===== src/design/tdds_pkg.sv =====
// ----------------------------------------------------------------------------
// Tile dedup package
// Sizes, symmetry codes and class codes shared by the dedup unit.
// ----------------------------------------------------------------------------
package tdds_pkg;
  localparam int TileSide   = 16;
  localparam int MaxEntries = 64;
  localparam int RowW       = 16;
  localparam int RowCntW    = $clog2(TileSide + 1);
  localparam int IdxW       = $clog2(MaxEntries);
  localparam int CntW       = $clog2(MaxEntries + 1);
  localparam int NumSym     = 8;

  typedef logic [TileSide-1:0] row_t;
  typedef row_t [TileSide-1:0] tile_t;

  localparam logic [2:0] SYM_ID   = 3'd0;
  localparam logic [2:0] SYM_LR   = 3'd1;
  localparam logic [2:0] SYM_TB   = 3'd2;
  localparam logic [2:0] SYM_R180 = 3'd3;
  localparam logic [2:0] SYM_R90  = 3'd6;

  localparam logic [2:0] CLS_FULL  = 3'd0;
  localparam logic [2:0] CLS_R90   = 3'd1;
  localparam logic [2:0] CLS_R180M = 3'd2;
  localparam logic [2:0] CLS_R180  = 3'd3;
  localparam logic [2:0] CLS_LR    = 3'd4;
  localparam logic [2:0] CLS_TB    = 3'd5;
  localparam logic [2:0] CLS_NONE  = 3'd6;

  // Pure wiring: dst[y][x] = src[sy][sx] under symmetry code t.
  function automatic tile_t make_variant(tile_t src, logic [2:0] t);
    tile_t d;
    int sy;
    int sx;
    for (int y = 0; y < TileSide; y++) begin
      for (int x = 0; x < TileSide; x++) begin
        sy = t[2] ? x : y;
        sx = t[2] ? y : x;
        if (t[1]) sy = TileSide - 1 - sy;
        if (t[0]) sx = TileSide - 1 - sx;
        d[y][x] = src[sy][sx];
      end
    end
    return d;
  endfunction
endpackage


===== src/design/tdds_lane.sv =====
// ----------------------------------------------------------------------------
// Compare lane
// Compares one symmetry variant of the new tile with a stored entry.
// ----------------------------------------------------------------------------
module tdds_lane (
  input  tdds_pkg::tile_t variant,
  input  tdds_pkg::tile_t stored,
  output logic            hit
);
  assign hit = (variant == stored);
endmodule


===== config.mk =====
export PLATFORM = sky130hd
export DESIGN_NAME = tdds_lane
export DESIGN_NICKNAME = d
export VERILOG_FILES = /design/src/design/tdds_pkg.sv /design/src/design/tdds_lane.sv
export SDC_FILE = /design/constraint.sdc
export NUM_CORES = 1
export LEC_CHECK = 0
export BUFFER_PORTS_ARGS = -buffer_cell sky130_fd_sc_hd__buf_2
export CAP_MARGIN = 20
export CORE_AREA = 2 2 200 202
export DETAILED_ROUTE_END_ITERATION = 7
export DIE_AREA = 0 0 202 204
export GPL_ROUTABILITY_DRIVEN = 1
export SLEW_MARGIN = 0
export SYNTH_ARGS = -nofsm -noshare
export SYNTH_HDL_FRONTEND = slang
export SYNTH_SLANG_ARGS = --single-unit

===== constraint.sdc =====
create_clock -name vclk -period 1.6
set_clock_uncertainty 0.2 [all_clocks]
set_input_delay 0.32 -clock vclk [all_inputs]
set_output_delay 0.32 -clock vclk [all_outputs]
set_load 0.02 [all_outputs]

# Word-level counts from Yosys, hierarchy flattened
# Cells that the tools add are included.
# classes
add_sub_neg,0
mul,0
div,0
n_lt_le_gt_ge,0
n_eq_ne,1
n_shift,0
mux,0
bitwise_logic,0
n_reduce_logical,0
# ops
operator,count
== test 256 bit,1
# word_totals
ff_bits,0
latch_bits,0
ram_bits,0
romBits,0
wordCells,1
n_memories,0

# Depth between registers and ports, before layout
# logic_depth
word_depth,1
depth_mapped,5
mapped_depth_nobuf,5

# Least setup slack after synthesis
# Ideal clock, no wire load.
# synth_timing
kind,input to output
from,in stored[100] in the netlist's numbering
to,out hit
arrival_ps,1467
setup_slack_ps,-387
stages,5
n_path_buf,0
cell_sequence,xnor2_1 -> nand4_1 -> nor4_2 -> nand4_1 -> nor4_2
# synth_between
elab_chain_len,1
# synth_rtl
element,line_no,rtl
start: declaration,tdds_lane.sv:7,"input tdds_pkg::tile_t stored,"
== test 256 bit,tdds_lane.sv:10,assign hit = (variant == stored);
end: declaration,tdds_lane.sv:8,output logic hit
# Every way passes these cells.

# Worst setup path in the final report
# layout_timing
from,in stored[23] in the netlist's numbering
to,out hit
# The elaborated chain is that of the path after synthesis.

==> results.md <==
- The worst-case IR drop observed on VDD is 0.00008488 V.
- At the pin with the least slew margin, the transition time is 0.4229 ns.
- For this design the static power due to leakage is 2.821 nW.
- The critical hold path startpoint is variant[31].
- The number of rows in the core area is 73.
- The aggregate global-route resource usage is 7.789%.
- The final reports fail on negative setup slack.
- The data arrival time of the critical path is 2.08 ns.
- After synthesis, the netlist uses 4 different library cells.
- The number of pins with negative max-slew slack in the final report is 0.
- The routed design has 18270 um of wire.
- The region available for standard cell placement spans 0.03918 mm^2.
- For this run, the detailed router's first-pass iteration total came to 4.
- The accumulated negative setup slack is -0.9968 ns.
- Input and output buffers added on the ports amount to 513.
- Final hold analysis gives a worst-case slack of 1.064 ns.
- The total global routing overflow is 0.
- The initial standard-cell utilization of the core is 7.111%.
- Following the worst setup path forward leads to its endpoint at hit.
- The global placer's final weighted congestion is 0.8817.
- The layout overhead on the synthesized area is 130.0%.
- The headroom to the max-slew limit is 71.72%.
- The average instance area after synthesis is 8.171 um^2.
- The via count of the first global-routing pass is 4677.
- The worst setup path is captured at a primary output.
- In this run the biggest area consumer among cell types represents 80.47% of the synthesized area.
- The flow ran to the end, but the final reports show violations.
- In this run the count of I/O pins placed on the die edge is 513.
- In the post-route analysis, the smallest setup slack over all paths is -0.9968 ns.
- The count of antenna-violating nets left after detailed routing is 0.
- The total via count in the routed design is 4581.
- Detailed routing placed a total of 9967 um of wire on met2.
- In this run, post-CTS hold repair placed 0 buffers.
- The number of warnings reported in the yosys synthesis log is 0.
- The number of antenna violations at the first check in global routing came to 11.
- The global-route wire length before repair is 24190 um.
- The placed wire-length estimate is 17410 um.
- The maximum achievable frequency is 385.1 MHz.
- The fill cell instance count of the final layout is 4452.
- The most critical setup path has its startpoint at stored[23].
- The area taken by flip-flops and latches is 0 um^2.
- The number of clock buffers in the layout is 0.
- Counting I/O delays and the setup requirement, the final critical path takes 2.597 ns.
- In this run, the number of DRC markers left after iteration 0 of detailed routing was 167.
- The routed wire length per instance is 12.99 um.
- Sorting the synthesized cells by how often they occur yields xnor2_1 (256), nand4_1 (68), nor4_1 (15), nor4_2 (2).
- The area taken by multi-input logic gates is 0.002985 mm^2.
- The maximum net fanout on the critical path is 1.
- The via density per instance is 3.258.
- The final standard cell area without fillers is 0.006407 mm^2.
- Setup violations remaining at the end of the flow were counted as 1.
- The netlist area before placement is 0.002786 mm^2.
- The share of the cycle needed by the critical path after routing is 162.3%.
- The number of maximum-capacitance constraint violations is 0.
- The critical path data required time is 1.08 ns.
- The pin count of the biggest net entering global routing is 2.
- After synthesis, the cell types taking the most area are xnor2_1 (80%), nand4_1 (15%), nor4_1 (3.4%).
- The total DRC errors in the routed layout is 0.
- Measured along the x axis, the die boundary spans 202 um.
- For this run, the post-layout net count is 1387.
- The most repeated cell in the gate-level netlist after synthesis is xnor2_1.
- Measured along the y axis, the die boundary spans 204 um.
- Power spread over the standard cell area amounts to 242.5 mW/mm^2.
- Setup repair after global routing could not meet its margin everywhere.
- The number of hold violations in the final report is 0.
- The critical path is of the in2out type.
- When the netlist entered floorplanning its net count stood at 853.
- Wire segments on met3 add up to 1567 um in the final route.
- The die covers 0.04121 mm^2.
- The gate count after technology mapping is 341.
- Once placement finished, the instance area stood at 0.006230 mm^2.
- The class of the most critical hold timing path is in2out.
- The fraction of layout cells with a size suffix above 1 is 63.57%.
- The worst setup path is launched from a primary input.
- In the final routing, the length of wire on met1 measures 6106 um.
- The sequential cell count is 0.
- Overall power consumption after layout is estimated at 1.554 mW.
- The sequential fraction of the synthesis area is 0%.
- Summed over all instances, the cell type with the most area after synthesis is xnor2_1.
- The highest layer touched by signal routing is met5.
cell families (layout without fill, tap and decap cells):
family                    Yosys count  after routing  share of synthesized area [%]
xor gates and xnor gates          256            256                          80.47
and+or+nand+nor                    85             85                          19.53
other                               0              8                              0
buffers and inverters               0            532                              0
per-stage QoR:
step / cells / util (%) / setup WS, ns
2_1_floorplan: 341 / - / -0.3127
3_3_place_gp: 1398 / 15.90 / -1.378
3_5_place_dp: 1398 / 15.90 / -1.381
4_1_cts: 1398 / 16.13 / -1.108
5_1_grt: 1405 / 16.35 / -1.141
6_report: 1406 / 16.35 / -0.9968
layout make-up:
| cell class | instances | share of cell area [%] |
|---|---|---|
| antenna | 8 | 0.3124 |
| multi-input combinational | 341 | 46.59 |
| tap | 525 | 10.25 |
| timing repair buffer | 532 | 42.84 |
how the worst min path moves through the flow:
stage          endpoint  cells past startpoint  slack [ns]
2_1_floorplan       hit                      5        0.74
3_3_place_gp        hit                      7        1.14
3_5_place_dp        hit                      7        1.15
4_1_cts             hit                      7        1.11
5_1_grt             hit                      7        1.14
6_report            hit                      7        1.06
power breakdown:
part	switching (mW)	internal, mW	total, mW
registers	0	0	0
logic	0.609	0.945	1.55
clock network	0	0.000000670	0.000000670
critical path, cell delays in order:
cell	delay (ns)
buf_2	0.10
xnor2_1	0.15
nand4_1	0.32
nor4_2	0.25
buf_4	0.15
nand4_1	0.33
nor4_4	0.28
buf_6	0.17
metal layers:
metal	vias to the layer above	track usage [%]
li1	2266	-
met1	1961	7.733
met2	326	16.14
met3	26	0.8769
met4	2	3.178
met5	-	0
placed cells by master, fill, tap and decap left out:
cell type / n
buf_6: 2
xnor2_1: 241
diode_2: 8
nor4_2: 5
nand4_1: 68
buf_4: 20
buf_2: 508
nor4_4: 3
xnor2_4: 2
buf_8: 2
xnor2_2: 13
nor4_1: 9
timing repair:
action | in CTS | in global routing
cloned | 0 | 0
setup buffers | 0 | 0
setup endpoints to repair | 1 | 1
pin swaps | 9 | 2
resized for setup | 18 | 8
No activity file was read; power rests on OpenSTA's default activity.
