==> config.mk <==
export PLATFORM = sky130hd
export DESIGN_NAME = tdds_class
export DESIGN_NICKNAME = d
export VERILOG_FILES = /design/src/design/tdds_pkg.sv /design/src/design/tdds_class.sv
export SDC_FILE = /design/constraint.sdc
export NUM_CORES = 1
export LEC_CHECK = 0
export BUFFER_PORTS_ARGS = -buffer_cell sky130_fd_sc_hd__buf_4
export CAP_MARGIN = 0
export CELL_PAD_IN_SITES_DETAIL_PLACEMENT = 1
export CELL_PAD_IN_SITES_GLOBAL_PLACEMENT = 1
export CORE_ASPECT_RATIO = 0.75
export CORE_MARGIN = 8
export CORE_UTILIZATION = 37
export DETAILED_ROUTE_END_ITERATION = 7
export PLACE_DENSITY_LB_ADDON = 0.1
export SYNTH_ARGS = -nofsm -noshare
export SYNTH_HDL_FRONTEND = slang
export SYNTH_SLANG_ARGS = --single-unit
==> constraint.sdc <==
create_clock -name vclk -period 2.5
set_input_delay 0.25 -clock vclk [all_inputs]
set_output_delay 0.25 -clock vclk [all_outputs]
set_load 0.02 [all_outputs]
==> src/design/tdds_pkg.sv <==
// ----------------------------------------------------------------------------
// Tile dedup package
// Sizes, symmetry codes and class codes shared by the dedup unit.
// ----------------------------------------------------------------------------
package tdds_pkg;
  localparam int TileSide   = 16;
  localparam int MaxEntries = 64;
  localparam int RowW       = 16;
  localparam int RowCntW    = $clog2(TileSide + 1);
  localparam int IdxW       = $clog2(MaxEntries);
  localparam int CntW       = $clog2(MaxEntries + 1);
  localparam int NumSym     = 8;

  typedef logic [TileSide-1:0] row_t;
  typedef row_t [TileSide-1:0] tile_t;

  localparam logic [2:0] SYM_ID   = 3'd0;
  localparam logic [2:0] SYM_LR   = 3'd1;
  localparam logic [2:0] SYM_TB   = 3'd2;
  localparam logic [2:0] SYM_R180 = 3'd3;
  localparam logic [2:0] SYM_R90  = 3'd6;

  localparam logic [2:0] CLS_FULL  = 3'd0;
  localparam logic [2:0] CLS_R90   = 3'd1;
  localparam logic [2:0] CLS_R180M = 3'd2;
  localparam logic [2:0] CLS_R180  = 3'd3;
  localparam logic [2:0] CLS_LR    = 3'd4;
  localparam logic [2:0] CLS_TB    = 3'd5;
  localparam logic [2:0] CLS_NONE  = 3'd6;

  // Pure wiring: dst[y][x] = src[sy][sx] under symmetry code t.
  function automatic tile_t make_variant(tile_t src, logic [2:0] t);
    tile_t d;
    int sy;
    int sx;
    for (int y = 0; y < TileSide; y++) begin
      for (int x = 0; x < TileSide; x++) begin
        sy = t[2] ? x : y;
        sx = t[2] ? y : x;
        if (t[1]) sy = TileSide - 1 - sy;
        if (t[0]) sx = TileSide - 1 - sx;
        d[y][x] = src[sy][sx];
      end
    end
    return d;
  endfunction
endpackage

==> src/design/tdds_class.sv <==
// ----------------------------------------------------------------------------
// Symmetry classifier
// Derives the symmetry class of a tile from its own variants.
// ----------------------------------------------------------------------------
module tdds_class (
  input  tdds_pkg::tile_t tile,
  output logic [2:0]      sym_class
);
  logic r90, lr, r180, tb;
  assign r90  = (tdds_pkg::make_variant(tile, tdds_pkg::SYM_R90) == tile);
  assign lr   = (tdds_pkg::make_variant(tile, tdds_pkg::SYM_LR) == tile);
  assign r180 = (tdds_pkg::make_variant(tile, tdds_pkg::SYM_R180) == tile);
  assign tb   = (tdds_pkg::make_variant(tile, tdds_pkg::SYM_TB) == tile);
  always_comb begin
    if (r90 && lr) sym_class = tdds_pkg::CLS_FULL;
    else if (r90) sym_class = tdds_pkg::CLS_R90;
    else if (r180 && lr) sym_class = tdds_pkg::CLS_R180M;
    else if (r180) sym_class = tdds_pkg::CLS_R180;
    else if (lr) sym_class = tdds_pkg::CLS_LR;
    else if (tb) sym_class = tdds_pkg::CLS_TB;
    else sym_class = tdds_pkg::CLS_NONE;
  end
endmodule

After elaboration in Yosys (flattened, before gate mapping)
Cells that the tools add are included.
{"block": "classes", "eq_ne": 4, "muxes": 6, "reduce_logical": 2}
{"operator": "256-bit equality test", "n": 4}
{"operator": "3-bit two-way mux", "n": 5}
{"operator": "1-bit logical AND", "n": 2}
{"operator": "2-bit two-way mux", "n": 1}
{"block": "word_totals", "ff_bits": 0, "input_bits": 256, "out_inout_bits": 3}

Logic depth before layout (Yosys ltp)
{"block": "logic_depth", "word_depth": 7, "depth_mapped": 8, "ltp_nobuf": 7}

Least setup slack after synthesis
No wires, ideal clock.
{"block": "synth_path", "path_type": "input to output", "start": "input port tile[107] in the netlist's numbering", "end": "output port sym_class[1]", "arrival_ps": 2016, "slack_ps": 234, "cell_stages": 7, "path_buffers": 1, "required_ps": 2250, "path_cell_list": "clkbuf_1 -> xor2_1 -> a2111oi_2 -> nand4_1 -> nor4_2 -> nand4_2 -> a32oi_1"}
{"block": "synth_between", "elab_chain_len": 7, "elab_cells_between_ends": 12, "classes_between": "eq/ne: 4; mux: 6; reduce/logical: 2"}
{"item": "start: declaration", "line": "tdds_class.sv:6", "text": "input tdds_pkg::tile_t tile,"}
{"item": "256-bit equality test", "line": "tdds_class.sv:13", "text": "assign tb = (tdds_pkg::make_variant(tile, tdds_pkg::SYM_TB) == tile);"}
{"item": "2-bit two-way mux", "line": "tdds_class.sv:20", "text": "else if (tb) sym_class = tdds_pkg::CLS_TB;"}
{"item": "3-bit two-way mux", "line": "tdds_class.sv:19", "text": "else if (lr) sym_class = tdds_pkg::CLS_LR;"}
{"item": "3-bit two-way mux", "line": "tdds_class.sv:18", "text": "else if (r180) sym_class = tdds_pkg::CLS_R180;"}
{"item": "3-bit two-way mux", "line": "tdds_class.sv:17", "text": "else if (r180 && lr) sym_class = tdds_pkg::CLS_R180M;"}
{"item": "3-bit two-way mux", "line": "tdds_class.sv:16", "text": "else if (r90) sym_class = tdds_pkg::CLS_R90;"}
{"item": "3-bit two-way mux (*)", "line": "tdds_class.sv:15", "text": "if (r90 && lr) sym_class = tdds_pkg::CLS_FULL;"}
{"item": "end: declaration", "line": "tdds_class.sv:7", "text": "output logic [2:0] sym_class"}
Every way passes the cells marked *; elsewhere a longest branch is shown, timed or not.

Worst setup path after layout
{"block": "layout_path", "start": "input port tile[184] in the netlist's numbering", "end": "output port sym_class[1]"}
Same word-level chain as after synthesis.

==> results <==
- The flow ran to the end, but the final reports show violations.
- The final reports fail on negative setup slack.
- The number of optimization iterations in the first detailed-route pass is 6.
- Entering global routing, the biggest net connects 8 pins.
- The worst pin sits at a relative slew slack of 0.4134.
- The post-route antenna net violation count is 0.
- The remaining global-route overflow is 0.
- The hold buffer count at cts is 0.
- The die covers 24400 um2.
- For this configuration, the core starts out at a cell density of 0.3766.
- In this run the core area contains 44 standard-cell rows.
- The detailed route wirelength on metal3 is 6688 um.
- Wire segments on met2 add up to 19150 um in the final route.
- The global placement routability congestion is 1.073.
- From left edge to right edge, the die measures 177.7 um.
- Of the total power, the share spent switching nets is 0.5948.
- The wire-length estimate of the detail-placed layout is 43510 um.
- The worst-case IR drop observed on VDD is 0.1031 mV.
- Counting the fill cells in the layout gives 2389.
- At the pin with the least slew margin, the transition time is 0.8737 ns.
- The vias after detailed routing is 8629.
- The slowest stage of the critical path is the xnor2_1 cell.
- The final setup TNS is -0.1597 ns.
- The analysis attributes to cell leakage a power of 3.947 nW.
- The post-layout worst setup margin is -0.09276 ns.
- The internal power is 0.8977 mW.
- The overall routed net length is 48880 um.
- Of the total power, the clock network draws 0.
- In this design, the critical path's most frequently occurring cell is buf_4.
- The number of global-route vias before repair is 8737.
- The number of max-capacitance violations reported is 0.
- In the global route stage, overall resource usage came out at 0.3822.
- For this design the top-level I/O count stands at 259.
- The critical path contains buffers and inverters numbering 2 combined.
- The number of remaining DRC errors is 0.
- The switching power is 1.318 mW.
- The worst setup path is launched from an input pin.
- The sequential fraction of design power is 0.
- Measured along the y axis, the die boundary spans 137.3 um.
- For this design the ratio of total power to cell area is 227.3 nW/um2.
- There are 0 flip-flops and latches.
- Dividing the final minimum period by the clock period gives 1.037.
- Of the synthesized area, sequential elements account for 0.
- The count of buffers added on input and output ports is 259.
- The synthesized instance count is 998.
- The area of the core is 19270 um2.
- Walking the worst path, the cells encountered are buf_4 > xnor2_1 > nand4_1 > nor4_1 > nand4_2 > a32oi_2 > buf_4.
- Data on the critical path arrives at its endpoint at 2.34 ns.
- The number of slew-limit violations in the final report is 0.
- Dividing the detail-routed wire length by the instance count gives 33.85 um.
- The kind of critical path is in2out.
- Compared with the post-synthesis result, the final layout area differs by 34.33%.
- The number of nets at the end of the flow is 1449.
- The top layer reached by signal wires is met5.
- The part of the total power dissipated in combinational logic is 1.000.
- Setup repair after global routing could not meet its margin everywhere.
- The highest fanout seen on the critical path is 6.
- The cell area that synthesis handed to floorplanning was 7257 um2.
- On the critical path the largest part of the delay comes from simple AND/OR/NAND/NOR gates.
- After the first detailed-routing iteration, the DRC count stood at 1071.
- The final hold violation count was 0.
- The first global-routing pass estimated 65630 um of wire.
- The maximum clock frequency is 385.7 MHz.
- The average instance in the mapped netlist occupies 7.272 um2.
- The worst path in the final design needs a cycle of 2.593 ns, including I/O delays and setup.
- STA classifies the critical path endpoint as an output pin.
- Setup violations remaining at the end of the flow were counted as 2.
- In the finished layout, the clock tree contains a buffer count of 0.
- In the final layout, the share of cells above drive strength 1 is 0.3409.
- The number of antenna violations at the first check in global routing is 3.
- The tightest min-delay check is of the in2out type.
- The critical path's largest stage delay is 0.70 ns.
- The antenna diode count is 0.
- The number of different library cells used by synthesis comes to 35.
- The required time of the worst setup path is 2.25 ns.
- Using the TritonRoute via totals, the vias-per-cell ratio works out to 5.976.
- The number of placed instances, taps included, is 1442.
- Across the whole layout, storage elements account for 0 um2.
- During synthesis, Yosys emitted a total of 0 warnings.
- The number of nets in the synthesized netlist is 1254.
- For this run, the number of standard cells in the final layout without fillers is 1444.
- After detailed routing, the wire length on met1 is 21220 um.
==> power groups by stage <==
stage	logic, mW	registers [mW]	clock network (mW)
after floorplan	1.05	0	0
after global placement	2.08	0	0
after detailed placement	2.09	0	0
after CTS	2.11	0	0
after global routing	2.26	0	0
final	2.22	0	0
==> timing repair <==
action | in CTS | in global routing
setup buffers | 1 | 1
resized for setup | 4 | 14
endpoints found under the setup margin | 2 | 2
pin swaps | 2 | 8
==> cell type report <==
type,instances,area [um2],area share
well taps,253,316.6,0.03247
repair buffers,377,2843,0.2916
multi-input cells,814,6589,0.6759
==> path summary, 6_finish.rpt <==
check       from           end  slack [ns]  depth (start not counted)
max    tile[184]  sym_class[1]       -0.09                          7
min    tile[251]  sym_class[2]        1.20                          6
==> stage by stage <==
stage	total power [mW]	hold WS [ns]	setup slack, ns	instance area [um2]	utilization
after floorplan	1.053	0.7914	0.2340	7257	-
after global placement	2.076	1.131	-0.2246	9610	0.4988
after detailed placement	2.086	1.142	-0.1317	9610	0.4988
after CTS	2.107	1.141	0.006816	9651	0.5008
after global routing	2.258	1.195	-0.005704	9748	0.5059
final	2.216	1.204	-0.09276	9748	0.5059
==> synth_stat cells <==
master / n / share of area
buf_4: 4 / 0.0041
nor2_1: 3 / 0.0016
and4_1: 1 / 0.0012
or4_1: 1 / 0.0010
nand3_1: 15 / 0.010
a21oi_1: 1 / 0.00069
or2_1: 1 / 0.00086
o31ai_2: 1 / 0.0017
buf_6: 9 / 0.014
nor3_2: 2 / 0.0028
nand2_1: 1 / 0.00052
nand4_4: 1 / 0.0029
o22ai_1: 10 / 0.0086
a2111oi_2: 1 / 0.0021
o21ai_1: 2 / 0.0014
or3_1: 8 / 0.0069
nor3_1: 24 / 0.017
nand4_2: 2 / 0.0034
a2111oi_0: 1 / 0.0012
buf_2: 5 / 0.0034
buf_1: 29 / 0.015
clkbuf_1: 136 / 0.070
o21ai_0: 2 / 0.0014
a22oi_1: 2 / 0.0021
buf_8: 1 / 0.0021
a32oi_1: 1 / 0.0012
nor4_1: 93 / 0.080
or4_4: 1 / 0.0016
nand4_1: 75 / 0.065
and3_1: 22 / 0.019
o211ai_1: 1 / 0.0010
xnor2_1: 218 / 0.26
xor2_1: 318 / 0.38
nor4_2: 4 / 0.0069
a221oi_1: 2 / 0.0024
==> placed cells by master (no fill, tap or decap), types with 2 or more instances in the layout <==
| master | Yosys | final |
|---|---|---|
| buf_4 | 4 | 376 |
| xor2_1 | 318 | 318 |
| xnor2_1 | 218 | 215 |
| nor4_1 | 93 | 82 |
| nand4_1 | 75 | 75 |
| nor3_1 | 24 | 24 |
| and3_1 | 22 | 22 |
| nor4_2 | 4 | 15 |
| nand3_1 | 15 | 14 |
| o22ai_1 | 10 | 10 |
| or3_1 | 8 | 8 |
| nor2_1 | 3 | 3 |
| xnor2_2 | 0 | 3 |
| o21ai_1 | 2 | 2 |
| a22oi_1 | 2 | 2 |
| nor3_2 | 2 | 2 |
| nand4_2 | 2 | 2 |
| o21ai_0 | 2 | 2 |
==> kinds of logic (layout without fill, tap and decap cells) <==
| logic type | Yosys count | in the layout | share of synthesized area |
|---|---|---|---|
| buf+inv | 184 | 377 | 0.1090 |
| simple gates | 254 | 254 | 0.2203 |
| xor+xnor | 536 | 536 | 0.6469 |
| compound gates | 24 | 24 | 0.02379 |
==> per-layer routing <==
layer	up-vias	GRT usage
met5	-	0
met1	4235	0.5380
met2	612	0.5387
li1	3687	-
met4	6	0.1182
met3	89	0.1213
==> worst min-delay path: stages <==
cell and delay, ns:
buf_4 0.13, xnor2_1 0.07, nand4_1 0.13, nor4_1 0.08, nand4_2 0.12, buf_4 0.16
No activity file was read; power rests on OpenSTA's default activity.
